<file path="src/sv/ali_pkg.sv">
// shared types and codes for the positional insert/delete list
package ali_pkg;

   localparam int DEFAULT_DEPTH = 16;
   localparam int DATA_W        = 32;
   localparam int POS_W         = 6;
   localparam int MODE_W        = 2;
   localparam int STATUS_W      = 3;
   localparam int COUNT_W       = 7;
   localparam int REQ_TDATA_W   = 40;
   localparam int RSP_TDATA_W   = 48;
   localparam int RSP_PAD_W     = RSP_TDATA_W - STATUS_W - DATA_W - COUNT_W;

   typedef enum logic [MODE_W-1:0] {
      MODE_INSERT = 2'd0,
      MODE_DELETE = 2'd1,
      MODE_READ   = 2'd2,
      MODE_READ_ALT = 2'd3
   } mode_type;

   typedef enum logic [STATUS_W-1:0] {
      ST_OK       = 3'd0,
      ST_FULL     = 3'd1,
      ST_BADPOS   = 3'd2,
      ST_EMPTY    = 3'd3,
      ST_NOTFOUND = 3'd4
   } status_type;

   // broadcast to every cell of the row
   typedef struct packed {
      logic              ins_en;
      logic              del_en;
      logic [DATA_W-1:0] value;
      logic [POS_W-1:0]  pos;
   } cell_ctrl_type;

endpackage

</file>
<file path="src/sv/ali_cell.sv">
// one list slot: holds an entry, shifts up or down with its neighbors
module ali_cell #(
   parameter int INDEX = 0
) (
   input  logic                          clock,
   input  ali_pkg::cell_ctrl_type        ctrl,
   input  logic                          cell_valid,
   input  logic [ali_pkg::DATA_W-1:0]    left_entry,
   input  logic [ali_pkg::DATA_W-1:0]    right_entry,
   input  logic                          hit_in,
   output logic                          hit_out,
   output logic [ali_pkg::DATA_W-1:0]    entry
);

   localparam logic [ali_pkg::POS_W-1:0] IDX = ali_pkg::POS_W'(INDEX);

   logic [ali_pkg::DATA_W-1:0] entry_ff;
   logic [ali_pkg::DATA_W-1:0] entry_in;

   // hit_out: first match lies at or below this slot
   assign hit_out = hit_in | (cell_valid && (entry_ff == ctrl.value));
   assign entry   = entry_ff;

   always_comb begin
      entry_in = entry_ff;
      if (ctrl.ins_en) begin
         if (ctrl.pos == IDX) begin
            entry_in = ctrl.value;
         end else if (IDX > ctrl.pos) begin
            entry_in = left_entry;
         end
      end else if (ctrl.del_en && hit_out) begin
         entry_in = right_entry;
      end
   end

   always_ff @(posedge clock) begin
      entry_ff <= entry_in;
   end

endmodule

</file>
<file path="src/sv/array_list_insert_delete.sv">
// packed ordered list with positional insert, delete-first-match and read
//
//   group   dir   tdata fields (low to high)          tuser / tlast
//   req_    in    mode[2], value[32], position[6]     none
//   rsp_    out   status[3], data_out[32], count[7]   none
//
// one transaction per cycle while the output register is empty or being drained:
// every slot compares and shifts in parallel, so an accepted request finishes in
// the cycle it is taken and its result sits in the output register from the next cycle.
// the first-match search ripples combinationally through the row of slots.
// reset clears the count and the output valid; slot contents need no reset.
// req_tready stays high while the output register is empty or being drained.
module array_list_insert_delete #(
   parameter int DEPTH = ali_pkg::DEFAULT_DEPTH
) (
   input  logic                              clock,
   input  logic                              reset,
   input  logic                              req_tvalid,
   output logic                              req_tready,
   // mode, value, position
   input  logic [ali_pkg::REQ_TDATA_W-1:0]   req_tdata,
   output logic                              rsp_tvalid,
   input  logic                              rsp_tready,
   // status, data_out, count, zero pad
   output logic [ali_pkg::RSP_TDATA_W-1:0]   rsp_tdata
);

   localparam int CW    = $clog2(DEPTH + 1);
   localparam int IW    = $clog2(DEPTH);
   localparam int CMP_W = (CW > ali_pkg::POS_W) ? CW : ali_pkg::POS_W;

   logic [ali_pkg::MODE_W-1:0]   req_mode;
   logic [ali_pkg::DATA_W-1:0]   req_value;
   logic [ali_pkg::POS_W-1:0]    req_pos;

   assign req_mode  = req_tdata[ali_pkg::MODE_W-1:0];
   assign req_value = req_tdata[ali_pkg::MODE_W +: ali_pkg::DATA_W];
   assign req_pos   = req_tdata[ali_pkg::MODE_W + ali_pkg::DATA_W +: ali_pkg::POS_W];

   logic [CW-1:0]                count_ff, count_in;
   logic                         rsp_valid_ff, rsp_valid_in;
   logic [ali_pkg::STATUS_W-1:0] rsp_status_ff, rsp_status_in;
   logic [ali_pkg::DATA_W-1:0]   rsp_data_ff, rsp_data_in;
   logic [CW-1:0]                rsp_count_ff;

   logic                         req_fire;
   logic                         is_ins, is_del;
   logic                         list_empty, list_full;
   logic [CMP_W-1:0]             pos_ext, cnt_ext;
   logic                         op_ok;
   ali_pkg::cell_ctrl_type       ctrl;

   logic [ali_pkg::DATA_W-1:0]   entry_q [DEPTH];
   logic [DEPTH:0]               hit_chain;
   logic [DEPTH-1:0]             cell_valid;

   assign req_tready = !rsp_valid_ff || rsp_tready;
   assign req_fire   = req_tvalid && req_tready;

   assign is_ins     = (req_mode == ali_pkg::MODE_INSERT);
   assign is_del     = (req_mode == ali_pkg::MODE_DELETE);
   assign list_empty = (count_ff == '0);
   assign list_full  = (count_ff >= CW'(DEPTH));
   assign pos_ext    = CMP_W'(req_pos);
   assign cnt_ext    = CMP_W'(count_ff);

   always_comb begin
      rsp_status_in = ali_pkg::ST_OK;
      rsp_data_in   = req_value;
      op_ok         = 1'b0;
      if (is_ins) begin
         if (list_empty) begin
            op_ok = 1'b1;
         end else if (list_full) begin
            rsp_status_in = ali_pkg::ST_FULL;
         end else if (pos_ext > cnt_ext) begin
            rsp_status_in = ali_pkg::ST_BADPOS;
         end else begin
            op_ok = 1'b1;
         end
      end else if (is_del) begin
         if (list_empty) begin
            rsp_status_in = ali_pkg::ST_EMPTY;
         end else if (!hit_chain[DEPTH]) begin
            rsp_status_in = ali_pkg::ST_NOTFOUND;
         end else begin
            op_ok = 1'b1;
         end
      end else begin
         // both remaining mode codes read
         if (list_empty) begin
            rsp_status_in = ali_pkg::ST_EMPTY;
            rsp_data_in   = '0;
         end else if (pos_ext >= cnt_ext) begin
            rsp_status_in = ali_pkg::ST_BADPOS;
            rsp_data_in   = '0;
         end else begin
            rsp_data_in   = entry_q[req_pos[IW-1:0]];
         end
      end
   end

   always_comb begin
      ctrl.ins_en = req_fire && is_ins && op_ok;
      ctrl.del_en = req_fire && is_del && op_ok;
      ctrl.value  = req_value;
      // an empty list always takes the value at slot zero
      ctrl.pos    = list_empty ? '0 : req_pos;
   end

   always_comb begin
      count_in = count_ff;
      if (ctrl.ins_en) begin
         count_in = count_ff + 1'b1;
      end else if (ctrl.del_en) begin
         count_in = count_ff - 1'b1;
      end
   end

   assign hit_chain[0] = 1'b0;

   for (genvar i = 0; i < DEPTH; i++) begin : g_cell
      logic [ali_pkg::DATA_W-1:0] left_entry;
      logic [ali_pkg::DATA_W-1:0] right_entry;

      assign cell_valid[i] = (CW'(i) < count_ff);

      if (i == 0) begin : g_first
         assign left_entry = entry_q[i];
      end else begin : g_mid_l
         assign left_entry = entry_q[i-1];
      end

      if (i == DEPTH - 1) begin : g_last
         assign right_entry = entry_q[i];
      end else begin : g_mid_r
         assign right_entry = entry_q[i+1];
      end

      ali_cell #(
         .INDEX(i)
      ) u_cell (
         .clock      (clock),
         .ctrl       (ctrl),
         .cell_valid (cell_valid[i]),
         .left_entry (left_entry),
         .right_entry(right_entry),
         .hit_in     (hit_chain[i]),
         .hit_out    (hit_chain[i+1]),
         .entry      (entry_q[i])
      );
   end

   assign rsp_valid_in = req_fire ? 1'b1 : (rsp_valid_ff && !rsp_tready);

   always_ff @(posedge clock) begin
      if (reset) begin
         count_ff     <= '0;
         rsp_valid_ff <= 1'b0;
      end else begin
         count_ff     <= count_in;
         rsp_valid_ff <= rsp_valid_in;
      end
   end

   always_ff @(posedge clock) begin
      if (req_fire) begin
         rsp_status_ff <= rsp_status_in;
         rsp_data_ff   <= rsp_data_in;
         rsp_count_ff  <= count_in;
      end
   end

   assign rsp_tvalid = rsp_valid_ff;
   assign rsp_tdata  = {{ali_pkg::RSP_PAD_W{1'b0}},
                        ali_pkg::COUNT_W'(rsp_count_ff),
                        rsp_data_ff,
                        rsp_status_ff};

   a_count_bound: assert property (@(posedge clock) disable iff (reset)
      count_ff <= CW'(DEPTH))
      else $error("list count above depth");

   a_insert_grows: assert property (@(posedge clock) disable iff (reset)
      ctrl.ins_en |=> count_ff == $past(count_ff) + 1'b1)
      else $error("accepted insert did not grow the count");

   a_delete_has_match: assert property (@(posedge clock) disable iff (reset)
      ctrl.del_en |-> hit_chain[DEPTH] && !list_empty)
      else $error("delete applied without a live match");

   a_stall_holds_count: assert property (@(posedge clock) disable iff (reset)
      rsp_valid_ff && !rsp_tready |=> $stable(count_ff))
      else $error("count moved while the result was stalled");

endmodule

</file>
<file path="config.mk">
export PLATFORM = sky130hd
export DESIGN_NAME = array_list_insert_delete
export DESIGN_NICKNAME = d
export VERILOG_FILES = /design/src/sv/ali_pkg.sv /design/src/sv/ali_cell.sv /design/src/sv/array_list_insert_delete.sv
export SDC_FILE = /design/constraint.sdc
export NUM_CORES = 2
export LEC_CHECK = 0
export BUFFER_PORTS_ARGS = -buffer_cell sky130_fd_sc_hd__buf_4
export CAP_MARGIN = 20
export CORE_ASPECT_RATIO = 1.2
export CORE_MARGIN = 2
export CORE_UTILIZATION = 60
export DETAILED_ROUTE_END_ITERATION = 7
export PLACE_DENSITY = 0.77
export SLEW_MARGIN = 0
export SYNTH_ARGS = -nofsm -noshare
export SYNTH_HDL_FRONTEND = slang
export SYNTH_SLANG_ARGS = --single-unit
</file>
<file path="constraint.sdc">
create_clock -name clock -period 8.1 [get_ports clock]
set_input_delay 1.62 -clock clock [delete_from_list [all_inputs] [get_ports clock]]
set_output_delay 1.62 -clock clock [all_outputs]
set_load 0.01 [all_outputs]
</file>
* After elaboration in Yosys (flattened, before gate mapping) *
Index checks and enable logic that the tools add are counted.

operators by class
  $add $sub $neg = 2
  $mul = 0
  div/mod/pow operators = 0
  order comparisons = 35
  equality and inequality tests = 47
  shifts and indexed selects = 0
  mux-type cells = 88
  bitwise logic cells = 16
  reduce and logical (&&, ||, !) cells = 75

operator list
  operator              count
  $mux W32              67
  $eq A32 B32 Y1        16
  $bmux W32 S4          1
  $eq A6 B4 Y1 const B  8
  $gt A4 B6 Y1 const A  8
  $ne A3 B1 Y1 const B  14
  $lt A4 B5 Y1 const A  8
  $logic_and A1 B1 Y1   37
  $reduce_and A2 Y1     16
  $reduce_bool A2 Y1    16
  $eq A6 B3 Y1 const B  4
  $gt A3 B6 Y1 const A  4
  $lt A3 B5 Y1 const A  4
  $or A1 B1 Y1          15
  $eq A6 B2 Y1 const B  2
  $gt A2 B6 Y1 const A  2
  $mux W3               4
  $ge A5 B5 Y1 const B  2
  $lt A1 B5 Y1 const A  2
  $lt A2 B5 Y1 const A  2
  $mux W2               5
  $mux W5               2
  $mux W1               8
  $eq A6 B1 Y1 const B  1
  14 further kinds      15

storage, ports and cells
  register bits after elaboration = 558
  latch bits = 0
  bits in writable memories = 0
  memory bits (read-only) = 0
  bits of input ports = 44
  word-level logic and storage cells = 284
  memories kept = 0

* Logic depth before layout (Yosys ltp) *
  depth in word-level cells = 25
  depth in mapped cells = 15
  mapped depth without buffers = 10

* Cells and area by module *
From an unflattened synthesis, not the netlist that was laid out.

unflattened totals
  cell total of the unflattened synthesis = 3643
  area total of the unflattened synthesis = 39389.0 µm²

by module, submodules not included
  module                         times used  cells an instance  area an instance (µm²)  sequential area each (µm²)
  array_list_insert_delete       1           538                6556.3                  1321.3
  ali_cell at g_cell[6].u_cell   1           201                2124.5                  960.9
  ali_cell at g_cell[2].u_cell   1           199                2094.5                  960.9
  ali_cell at g_cell[7].u_cell   1           190                2065.7                  960.9
  ali_cell at g_cell[11].u_cell  1           190                2059.5                  960.9
  ali_cell at g_cell[3].u_cell   1           191                2058.2                  960.9
  ali_cell at g_cell[5].u_cell   1           192                2057.0                  960.9
  ali_cell at g_cell[10].u_cell  1           193                2054.5                  960.9
  ali_cell at g_cell[14].u_cell  1           200                2052.0                  960.9
  ali_cell at g_cell[15].u_cell  1           193                2052.0                  960.9
  ali_cell at g_cell[1].u_cell   1           193                2049.5                  960.9
  ali_cell at g_cell[13].u_cell  1           192                2039.5                  960.9
  ali_cell at g_cell[8].u_cell   1           201                2034.5                  960.9
  ali_cell at g_cell[12].u_cell  1           192                2031.9                  960.9
  +3 rows                        --          --                 --                      --

* Least setup slack after synthesis *
No wires, ideal clock.

  path kind = input -> register
  start point = in rsp_tready
  end point = reg g_cell[0].u_cell.entry_ff (netlist bit g_cell[0].u_cell.entry[0]) (enable)
  setup time = 0.466 ns
  arrival time = 6.162 ns
  slack = 1.473 ns
  cell stages on the path = 7
  path buffers = 1
  path through = nand2b_1 > and2_1 > nand2_1 > a21oi_1 > clkbuf_1 > nand2_1 > o21ai_0

between the ends
  word-level cells in the longest chain between the ends = 7
  elaborated cells on any way between the ends = 10

ends and longest elaborated chain
  item                               line                             source
  start: declaration                 array_list_insert_delete.sv:23   input logic rsp_tready,
  $logic_or A1 B1 Y1 (*)             array_list_insert_delete.sv:57   assign req_tready = !rsp_valid_ff || rsp_tready;
  $logic_and A1 B1 Y1 (*)            array_list_insert_delete.sv:58   assign req_fire = req_tvalid && req_tready;
  named net req_fire                 array_list_insert_delete.sv:46   logic req_fire;
  $logic_and A1 B1 Y1 (2 in series)  array_list_insert_delete.sv:105  ctrl.del_en = req_fire && is_del && op_ok;
  $logic_and A1 B1 Y1                ali_cell.sv:32                   end else if (ctrl.del_en && hit_out) begin
  $reduce_bool A2 Y1 (no line)       --
  $reduce_and A2 Y1 (no line) (*)    --
  end signal: assignment             ali_cell.sv:38                   entry_ff <= entry_in;
  end: declaration                   ali_cell.sv:17                   logic [ali_pkg::DATA_W-1:0] entry_ff;

The timed path passes the listed nets; every way through them passes the cells marked *.
A chain may end at the register's enable or synchronous reset.

* Worst setup path after layout *
  start point = in req_tdata[19] in the netlist's numbering
  end point = reg g_cell[12].u_cell.entry_ff (netlist bit g_cell[12].u_cell.entry[15]) (enable)

between the ends
  word-level cells in the longest chain between the ends = 25
  elaborated cells on any way between the ends = 57

ends and longest elaborated chain
  item                             line                             source
  start: declaration               array_list_insert_delete.sv:21   input logic [ali_pkg::REQ_TDATA_W-1:0] req_tdata,
  $eq A32 B32 Y1                   ali_cell.sv:21                   assign hit_out = hit_in | (cell_valid && (entry_ff == ctrl.value));
  $logic_and A1 B1 Y1              ali_cell.sv:21
  $or A1 B1 Y1 (15 in series)      ali_cell.sv:21
  $mux W1                          array_list_insert_delete.sv:84   end else if (!hit_chain[DEPTH]) begin
  $mux W1                          array_list_insert_delete.sv:82   if (list_empty) begin
  $mux W1                          array_list_insert_delete.sv:81   end else if (is_del) begin
  $mux W1                          array_list_insert_delete.sv:71   if (is_ins) begin
  $logic_and A1 B1 Y1              array_list_insert_delete.sv:105
  $logic_and A1 B1 Y1              ali_cell.sv:32
  $reduce_bool A2 Y1 (no line)     --
  $reduce_and A2 Y1 (no line) (*)  --
  end signal: assignment           ali_cell.sv:38
  end: declaration                 ali_cell.sv:17

Mark *: on every way between the ends. The rest lies on a longest branch, timed or not.

==> impl_metrics.env <==
export IMPL_status="finished clean"
export IMPL_relSlewSlack_pct=17.3
export IMPL_worstMarginPinSlew_ps=1230
export IMPL_p_leak_nw=14.5
export IMPL_synth_area_leaders="edfxtp_1, mux4_2, xor2_1"
export IMPL_gp_congestion=1.07
export IMPL_syn_area_mm2=0.0394
export IMPL_firstDrtPassIters=8
export IMPL_yosys_warnings=0
export IMPL_crit_chain="buf_4 > xor2_1 > nor4_1 > nand3_1 > nor3_1 > nor3_1 > nand4_1 > o31ai_4 > o21ai_4 > buf_4"
export IMPL_post_route_worst_setup_slack_ps=2710
export IMPL_grt_pass1_wl_um=231000
export IMPL_cts_max_path_buffers=3
export IMPL_initial_utilization_pct=60.9
export IMPL_holdBufCountCts=0
export IMPL_cp_end_kind="flip-flop"
export IMPL_hpwl_um=119000
export IMPL_dpl_worst_slack_ps=2280
export IMPL_clkTransAtPathRegs_ps=60
export IMPL_cap_viol_max_count=0
export IMPL_cts_root_buf="clkbuf_16"
export IMPL_multi_input_area_mm2=0.0211
export IMPL_syn_inst=3946
export IMPL_gr_usage_met2_pct=72.0
export IMPL_htreeDepth=2
export IMPL_slowest_stage="o31ai_4"
export IMPL_drtAntennaViolNets=0
export IMPL_critPathMaxStageDelay_ps=860
export IMPL_die_area_mm2=0.0677
export IMPL_die_h_um=285
export IMPL_fill_cells=5178
export IMPL_grt_antenna_before_repair=7
export IMPL_cts_resized=0
export IMPL_viasPerCell=7.22
export IMPL_rsz0062_at_grt="false"
export IMPL_dr_first_iter_drc_count=5969
export IMPL_finalSetupTns_ps=0
export IMPL_period_share_pct=66.5
export IMPL_routedWlPerCell_um=35.0
export IMPL_finalMaxSlewViolations=0
export IMPL_post_cts_buffers=0
export IMPL_yosysTopAreaCellShare_pct=42.1
export IMPL_arrival_ps=5780
export IMPL_setup_viol=0
export IMPL_io_pins=94
export IMPL_crit_type="input pin to flip-flop"
export IMPL_holdCritPathClass="flip-flop to flip-flop"
export IMPL_yosys_register_bits=558
export IMPL_synth_edf_count=552
export IMPL_yosys_area_top_type="edfxtp_1"
export IMPL_routed_wl_um=164000
export IMPL_drive_above_1_share_pct=11.0
export IMPL_grtUsageMet3_pct=10.3
export IMPL_irDropWorstVdd_mv=0.205
export IMPL_area_growth_pct=6.64
export IMPL_cts_sink_count=558
export IMPL_ys_seq_area_share_pct=42.4
export IMPL_port_buffers=85
export IMPL_path_max_fanout=25
export IMPL_skew_ps=29.8
export IMPL_syn_mean_instance_area_um2=9.98
export IMPL_gr_max_usage_layer="met2"
export IMPL_required_ps=8490
export IMPL_post_route_min_period_ps=5390
export IMPL_grt_max_degree=247
export IMPL_async_reset_ff_share_pct=0
export IMPL_fmax_ghz=0.186
export IMPL_tritoncts="done"
export IMPL_grt_use_met1_pct=59.2
export IMPL_synthTopCellsByCount="nand2_1, edfxtp_1, o21ai_0, xor2_1, nor2_1"
export IMPL_first_global_vias=31527
export IMPL_drc=0
export IMPL_grt_usage_pct=48.3
export IMPL_synth_main_ff_cell="edfxtp_1"
export IMPL_overflow=0
export IMPL_insertion_delay_ps=670
export IMPL_rows=102
export IMPL_seq_area_mm2=0.0167
export IMPL_num_vias=33888
export IMPL_synth_most_common_cell="nand2_1"
export IMPL_core_mm2=0.0647
export IMPL_cts_buffers=60
export IMPL_power_density_mw_per_mm2=177
export IMPL_cp_start_kind="input pin"
export IMPL_yosysUniqueCellTypes=65
export IMPL_final_hold_violation_count=0
export IMPL_die_x_um=238
export IMPL_fin_nets=3866
## stage by stage
stage	power (mW)	std cells	cell area (um2)	hold WS, ps	util (%)
6_report	7.42	4695	42000	531	64.9
5_1_grt	7.55	4695	42000	568	64.9
4_1_cts	7.32	4692	42000	533	64.9
3_5_place_dp	4.72	4583	40200	524	62.1
3_3_place_gp	4.70	4582	40100	509	62.0
2_1_floorplan	4.24	3953	39400	561	-
## cells by family after synthesis
kind of cell    count (synthesis)  share of synthesized area [%]
fa+ha+maj                       9                          0.286
xor+xnor                      520                           11.6
other cells                     1                        0.00952
compound gates                799                           10.6
buf+inv                       407                           4.85
simple gates                 1233                           14.6
flops                         558                           42.4
mux                           419                           15.7
## critical path, delay by kind of cell
kind,cells,cell delay [ps]
AOI/OAI and AO/OA,2,1240
and+or+nand+nor,5,1710
xor gates and xnor gates,1,400
buffers and inverters,2,770
## report_power, final
group / leakage (nW) / switching [mW] / internal (mW)
registers: 5.12 / 0.152 / 3.32
logic: 8.45 / 0.870 / 0.396
clock network: 0.889 / 1.23 / 1.45
total: 14.5 / 2.25 / 5.17
## area by class of cell
class | count | share of cell area (%)
multi-input combinational | 2988 | 50.1
tap | 832 | 2.48
clock buffer | 75 | 3.71
antenna | 3 | 0.0179
clock inverter | 34 | 0.632
inverter | 71 | 0.635
timing repair buffer | 134 | 2.62
sequential | 558 | 39.8
## per-layer routing
layer / part of all wire [%] / vias to the layer above
met5: 0.016 / -
met4: 11 / 4
met3: 13 / 679
met2: 44 / 3195
met1: 32 / 15902
li1: - / 14108
## state kept, by name, indices dropped and copies added (netlist names)
| signal | flops |
|---|---|
| g_cell.u_cell.entry | 512 |
| rsp_status_ff | 3 |
| rsp_data_ff | 32 |
| rsp_count_ff | 5 |
| rsp_tvalid | 1 |
| count_ff | 5 |
## final timing paths
check / cells past startpoint / startpoint / to / slack, ps
min reg2reg: 2 / rsp_tvalid / rsp_tvalid / 530
max reg2reg: 9 / count_ff[0] / g_cell[12].u_cell.entry[15] / 2930
min: 2 / rsp_tvalid / rsp_tvalid / 530
max: 10 / req_tdata[19] / g_cell[12].u_cell.entry[15] / 2710
## placed cells by master (no fill, tap or decap), types with 10 or more instances in the layout
| cell type | Yosys | final |
|---|---|---|
| and3_1 | 16 | 16 |
| nor4_1 | 124 | 124 |
| nor3_1 | 48 | 45 |
| nand3_1 | 32 | 32 |
| clkbuf_1 | 192 | 15 |
| edfxtp_1 | 552 | 552 |
| a21oi_1 | 204 | 204 |
| clkinv_1 | 31 | 47 |
| nor4b_1 | 13 | 13 |
| o21ai_0 | 527 | 524 |
| xnor2_1 | 203 | 203 |
| clkinv_2 | 0 | 10 |
| clkbuf_16 | 0 | 60 |
| nor2b_1 | 10 | 10 |
| or4_1 | 11 | 11 |
| xor2_1 | 317 | 317 |
| nand2_1 | 561 | 554 |
| buf_4 | 61 | 126 |
| nor2_1 | 263 | 258 |
| nand4_1 | 97 | 97 |
| mux4_2 | 160 | 160 |
| o22ai_1 | 39 | 32 |
| inv_1 | 40 | 40 |
| mux2i_1 | 256 | 256 |
No activity file was read; power rests on OpenSTA's default activity.
